`src/rtl/assert_macros.svh`:
```
// assertion macros shared by the star stencil filter rtl
// no dependencies; define ASSERT_OFF to drop every check
`ifndef ASSERT_MACROS_SVH
`define ASSERT_MACROS_SVH
`ifndef ASSERT_OFF
// same-cycle implication
`define SSF_ASSERT_IMP(lbl, clk, rst, a, c) \
  lbl: assert property (@(posedge clk) disable iff (rst) (a) |-> (c)) else $error("assertion failed");
// next-cycle implication
`define SSF_ASSERT_NXT(lbl, clk, rst, a, c) \
  lbl: assert property (@(posedge clk) disable iff (rst) (a) |=> (c)) else $error("assertion failed");
`else
`define SSF_ASSERT_IMP(lbl, clk, rst, a, c)
`define SSF_ASSERT_NXT(lbl, clk, rst, a, c)
`endif
`endif

```
`src/rtl/ssf3d_pkg.sv`:
```
// shared types and constants of the star stencil filter
// used by ssf3d_ctrl, ssf3d_datapath and star_stencil_filter_3d
package ssf3d_pkg;

  localparam int MAX_Y_DEF          = 64;
  localparam int MAX_Z_DEF          = 64;
  localparam int MAX_HALF_ORDER_DEF = 4;

  localparam logic [1:0] FUNC_LOAD   = 2'd0;
  localparam logic [1:0] FUNC_SAMPLE = 2'd1;
  localparam logic [1:0] FUNC_FLUSH  = 2'd2;

  localparam logic [1:0] AXIS_X = 2'd0;
  localparam logic [1:0] AXIS_Y = 2'd1;
  localparam logic [1:0] AXIS_Z = 2'd2;

  localparam logic [1:0] REG_SIZE_X     = 2'd0;
  localparam logic [1:0] REG_SIZE_Y     = 2'd1;
  localparam logic [1:0] REG_SIZE_Z     = 2'd2;
  localparam logic [1:0] REG_HALF_WIDTH = 2'd3;

  typedef struct packed {
    logic [1:0]         func;
    logic [1:0]         axis;
    logic [3:0]         tap;
    logic signed [31:0] value;
  } in_beat_t;

  typedef struct packed {
    logic signed [31:0] result;
    logic               last;
  } out_beat_t;

  typedef struct packed {
    logic take;
    logic exec;
    logic setup;
    logic run;
    logic rd_center;
    logic emit;
  } cmd_t;

  typedef struct packed {
    logic geom_busy;
    logic emit_req;
    logic inner;
    logic last_tap;
    logic last_axis;
    logic pipe_busy;
    logic out_free;
  } status_t;

endpackage

```
`src/rtl/ssf3d_ctrl.sv`:
```
// sequencer of the star stencil filter
// depends on ssf3d_pkg for the command and status structs
module ssf3d_ctrl import ssf3d_pkg::*; (
  input  logic    clk,
  input  logic    rst,
  input  logic    in_valid,
  output logic    in_ready,
  input  status_t st,
  output cmd_t    cmd
);

  typedef enum logic [7:0] {
    S_IDLE   = 8'b00000001,
    S_EXEC   = 8'b00000010,
    S_SETUP  = 8'b00000100,
    S_RUN    = 8'b00001000,
    S_DRAIN  = 8'b00010000,
    S_PASS   = 8'b00100000,
    S_PASSW  = 8'b01000000,
    S_FINISH = 8'b10000000
  } state_t;

  state_t state, state_next;

  assign in_ready = (state == S_IDLE) && !st.geom_busy;

  always_ff @(posedge clk) begin
    if (rst) begin
      state <= S_IDLE;
    end else begin
      state <= state_next;
    end
  end

  always_comb begin
    state_next = state;
    cmd        = '0;
    case (state)
      S_IDLE: begin
        if (in_valid && in_ready) begin
          cmd.take   = 1'b1;
          state_next = S_EXEC;
        end
      end
      S_EXEC: begin
        cmd.exec = 1'b1;
        if (st.emit_req) begin
          state_next = st.inner ? S_SETUP : S_PASS;
        end else begin
          state_next = S_IDLE;
        end
      end
      S_SETUP: begin
        cmd.setup  = 1'b1;
        state_next = S_RUN;
      end
      S_RUN: begin
        cmd.run = 1'b1;
        if (st.last_tap) begin
          state_next = st.last_axis ? S_DRAIN : S_SETUP;
        end
      end
      S_DRAIN: begin
        if (!st.pipe_busy) begin
          state_next = S_FINISH;
        end
      end
      S_PASS: begin
        cmd.rd_center = 1'b1;
        state_next    = S_PASSW;
      end
      S_PASSW: begin
        state_next = S_FINISH;
      end
      S_FINISH: begin
        if (st.out_free) begin
          cmd.emit   = 1'b1;
          state_next = S_IDLE;
        end
      end
      default: begin
        state_next = S_IDLE;
      end
    endcase
  end

endmodule

```
`config.mk`:
```
export PLATFORM = sky130hd
export DESIGN_NAME = ssf3d_ctrl
export DESIGN_NICKNAME = d
export VERILOG_FILES = /design/src/rtl/assert_macros.svh /design/src/rtl/ssf3d_pkg.sv /design/src/rtl/ssf3d_ctrl.sv
export SDC_FILE = /design/constraint.sdc
export NUM_CORES = 1
export LEC_CHECK = 0
export CAP_MARGIN = 20
export CELL_PAD_IN_SITES_DETAIL_PLACEMENT = 0
export CELL_PAD_IN_SITES_GLOBAL_PLACEMENT = 1
export CORE_UTILIZATION = 41
export DETAILED_ROUTE_END_ITERATION = 7
export DONT_BUFFER_PORTS = 1
export MAX_ROUTING_LAYER = met4
export PLACE_DENSITY_LB_ADDON = 0.12
export REMOVE_ABC_BUFFERS = 1
export SYNTH_ARGS = -nofsm -noshare
export SYNTH_HDL_FRONTEND = slang
export SYNTH_SLANG_ARGS = --single-unit
```
`constraint.sdc`:
```
create_clock -name clk -period 2.6 [get_ports clk]
set_clock_uncertainty 0.15 [all_clocks]
set_input_delay 0.13 -clock clk [delete_from_list [all_inputs] [get_ports clk]]
set_output_delay 0.13 -clock clk [all_outputs]
set_load 0.1 [all_outputs]
```
==> key figures <==
Clocking
  – Clock Sinks: 8
  – Post-CTS Setup Repair Bufs: 0
  – Clock Latency Late Sink: 0.26 ns
  – CTS Buffer Depth: 2
  – Worst-path clk slew: 0.06 ns
  – H-tree Lvls: 1
  – Cells resized by post-CTS repair: 0
  – Root buffer cell: clkbuf_4
  – Post-CTS Hold Fix Bufs: 8
  – Total CTS buffers: 3
  – CTS tree: built

Placed design
  – Worst slack, placed: 0.561 ns
  – Placed cell count: 82
  – Gp weighted congestion: 0.788
  – DP Wirelength: 900 um
  – PortBufs: 0

Setup path
  – Critical path type: reg2reg
  – Worst setup EP type: register
  – CP Max Fanout: 11
  – Worst EP arrival: 2.50 ns
  – Required @ worst endpoint: 2.60 ns
  – Startpoint types: register

Logic synthesis
  – Syn Area/Cell: 8.22 sq um
  – Mux cell area share after synthesis: 0
  – Most area-consuming cells after synthesis: dfxtp_1 30%, nor2_1 4.9%, and4b_1 3.7%, nor3_1 3.7%, nand2b_1 3.5%
  – Leading cell types by count after synthesis: 8 x dfxtp_1, 7 x nor2_1, 4 x nor3_1
  – Gate count of the mapped netlist: 65
  – Synth Area in Compound Gates: 0.166
  – Cell taking the most area after synthesis: dfxtp_1
  – Synth Area in Simple Gates: 0.429
  – Xor/xnor cell area share of the yosys netlist: 0.0492
  – Largest family of logic cells by synthesized area: simple AND/OR/NAND/NOR gates
  – Count leader, synth: dfxtp_1
  – Post-synth EDFFs: 0
  – Share of the synthesized area in the top cell type: 0.300
  – Post-synth cell types: 32
  – Post-Synth Adder-Cell Area: 0
  – Yosys reg bits: 8
  – Post-synth ARST share: 0
  – Synth warnings: 0
  – Post-synthesis cell area: 534 sq um
  – Primary FF master, synth: dfxtp_1
  – Seq/Total Area, Yosys: 0.300

Run status
  – Outcome: finished clean

Pwr
  – Pwr Total: 0.295 mW
  – Leakage: 0.264 nW
  – VDD IR-drop max: 0.000315 V
  – Power density cells: 402 nW/um^2

Timing
  – Final slew viol count: 0
  – Final setup fails: 0
  – Setup ws final: 0.0979 ns
  – Final Hold Fails: 0
  – Final critical-path share of the clock period: 0.962
  – WHS: 0.129 ns
  – FMAX: 0.400 GHz
  – Tightest Pin Transition: 0.679 ns
  – Min Tclk post-route: 2.50 ns
  – Relative slew slack: 0.541
  – RSZ-0062 raised after global routing: no

Global routing
  – Largest net degree at the start of global routing: 12
  – Overall global routing resource usage: 0.223
  – GR Overflow Total: 0
  – Global-route wire length before repair: 2130 um
  – Number of global-route vias before repair: 494
  – Antenna violations before repair: 0

Layout
  – Post-route insts no fill: 93
  – Util after Layout: 0.635
  – Fin nets: 91
  – Largest registers: state (8)
  – Ant diodes: 0
  – Area Overhead vs Synth: 37.5%
  – Share of cells above drive strength 1: 0.228
  – Largest Register: state
  – Largest register FFs: 8
  – # fillers: 100

Detailed routing
  – Post-Route WL: 1310 um
  – Drt drc: 0
  – Routed Antenna Nets: 0
  – Avg WL per Cell: 14.1 um
  – Vias/cell: 6.04
  – Initial DRC count: 13
  – DRT Pass-1 Iters: 4
  – Via Count: 562

Min path
  – Worst Hold Class: in2reg

Floorplan
  – DIE AREA: 1450 sq um
  – Core box area: 1160 sq um
  – Die width: 38.1 um
  – Die Ht: 38.1 um
  – Io pins: 17
  – Starting Density: 0.462
  – # rows: 12

Job
  – Max Cap Viol: 0
## power breakdown
group | internal, mW | switching, mW | total (mW)
combinational | 0.0205 | 0.0444 | 0.0649
clock | 0.0533 | 0.0492 | 0.102
sequential | 0.125 | 0.00281 | 0.128
total | 0.199 | 0.0964 | 0.295
## through the flow
step	cell area (sq um)	TNS, ns
finish	734	0
detailed placement	632	0
global route	734	0
global placement	632	0
floorplan	508	-2.45
CTS	734	0
## layer usage
metal / vias up / global-route usage / wire [um]
met5: - / - / 0
met4: 0 / 0.107 / 20
met3: 3 / 0.0523 / 80
met2: 24 / 0.335 / 587
met1: 260 / 0.282 / 622
li1: 275 / - / -
## area by class of cell
cell class	instances	area [sq um]	share of cell area
clock buffer	3	22.5	0.0307
multi-input combinational	52	363	0.494
inverter	1	3.75	0.00511
sequential	8	160	0.218
timing repair buffer	15	168	0.228
tap	14	17.5	0.0239
## final timing paths
| check | startpoint | slack (ns) | cells after the start | end |
|---|---|---|---|---|
| hold / removal | st[6] | 0.13 | 3 | state[0] |
| setup reg to reg | state[4] | 0.1 | 5 | state[5] |
| setup / recovery | state[4] | 0.1 | 5 | state[5] |
| hold reg to reg | state[7] | 0.52 | 3 | state[7] |
## cell families (layout without fill, tap and decap cells)
logic type / count (synthesis) / after routing
compound gates: 12 / 12
xor+xnor: 3 / 3
buf+inv: 5 / 19
flops: 8 / 8
simple gates: 37 / 37
## cell usage in the layout (no fill, tap or decap), types with 2 or more instances in the layout
cell type and instances:
dlygate4sd3_1 8, dfxtp_1 8, buf_4 5, nor2_1 4, nor2_2 3, nand2b_1 3, nand3_1 3, nor3_1 3
clkbuf_4 3, nor4_1 2, and4b_1 2, nor4b_1 2, nand2_1 2, nand3b_1 2, or3_1 2, a31oi_1 2
xor2_1 2, o21ai_0 2, o211ai_1 2, clkbuf_16 2
## worst max-delay path, cell delays in order, from the launching register on
cell,delay (ns)
dfxtp_1,0.41
or4_4,0.60
or3_1,0.46
nand3_1,0.16
nor3_1,0.07
dlygate4sd3_1,0.55
(Power assumes the default switching activity.)
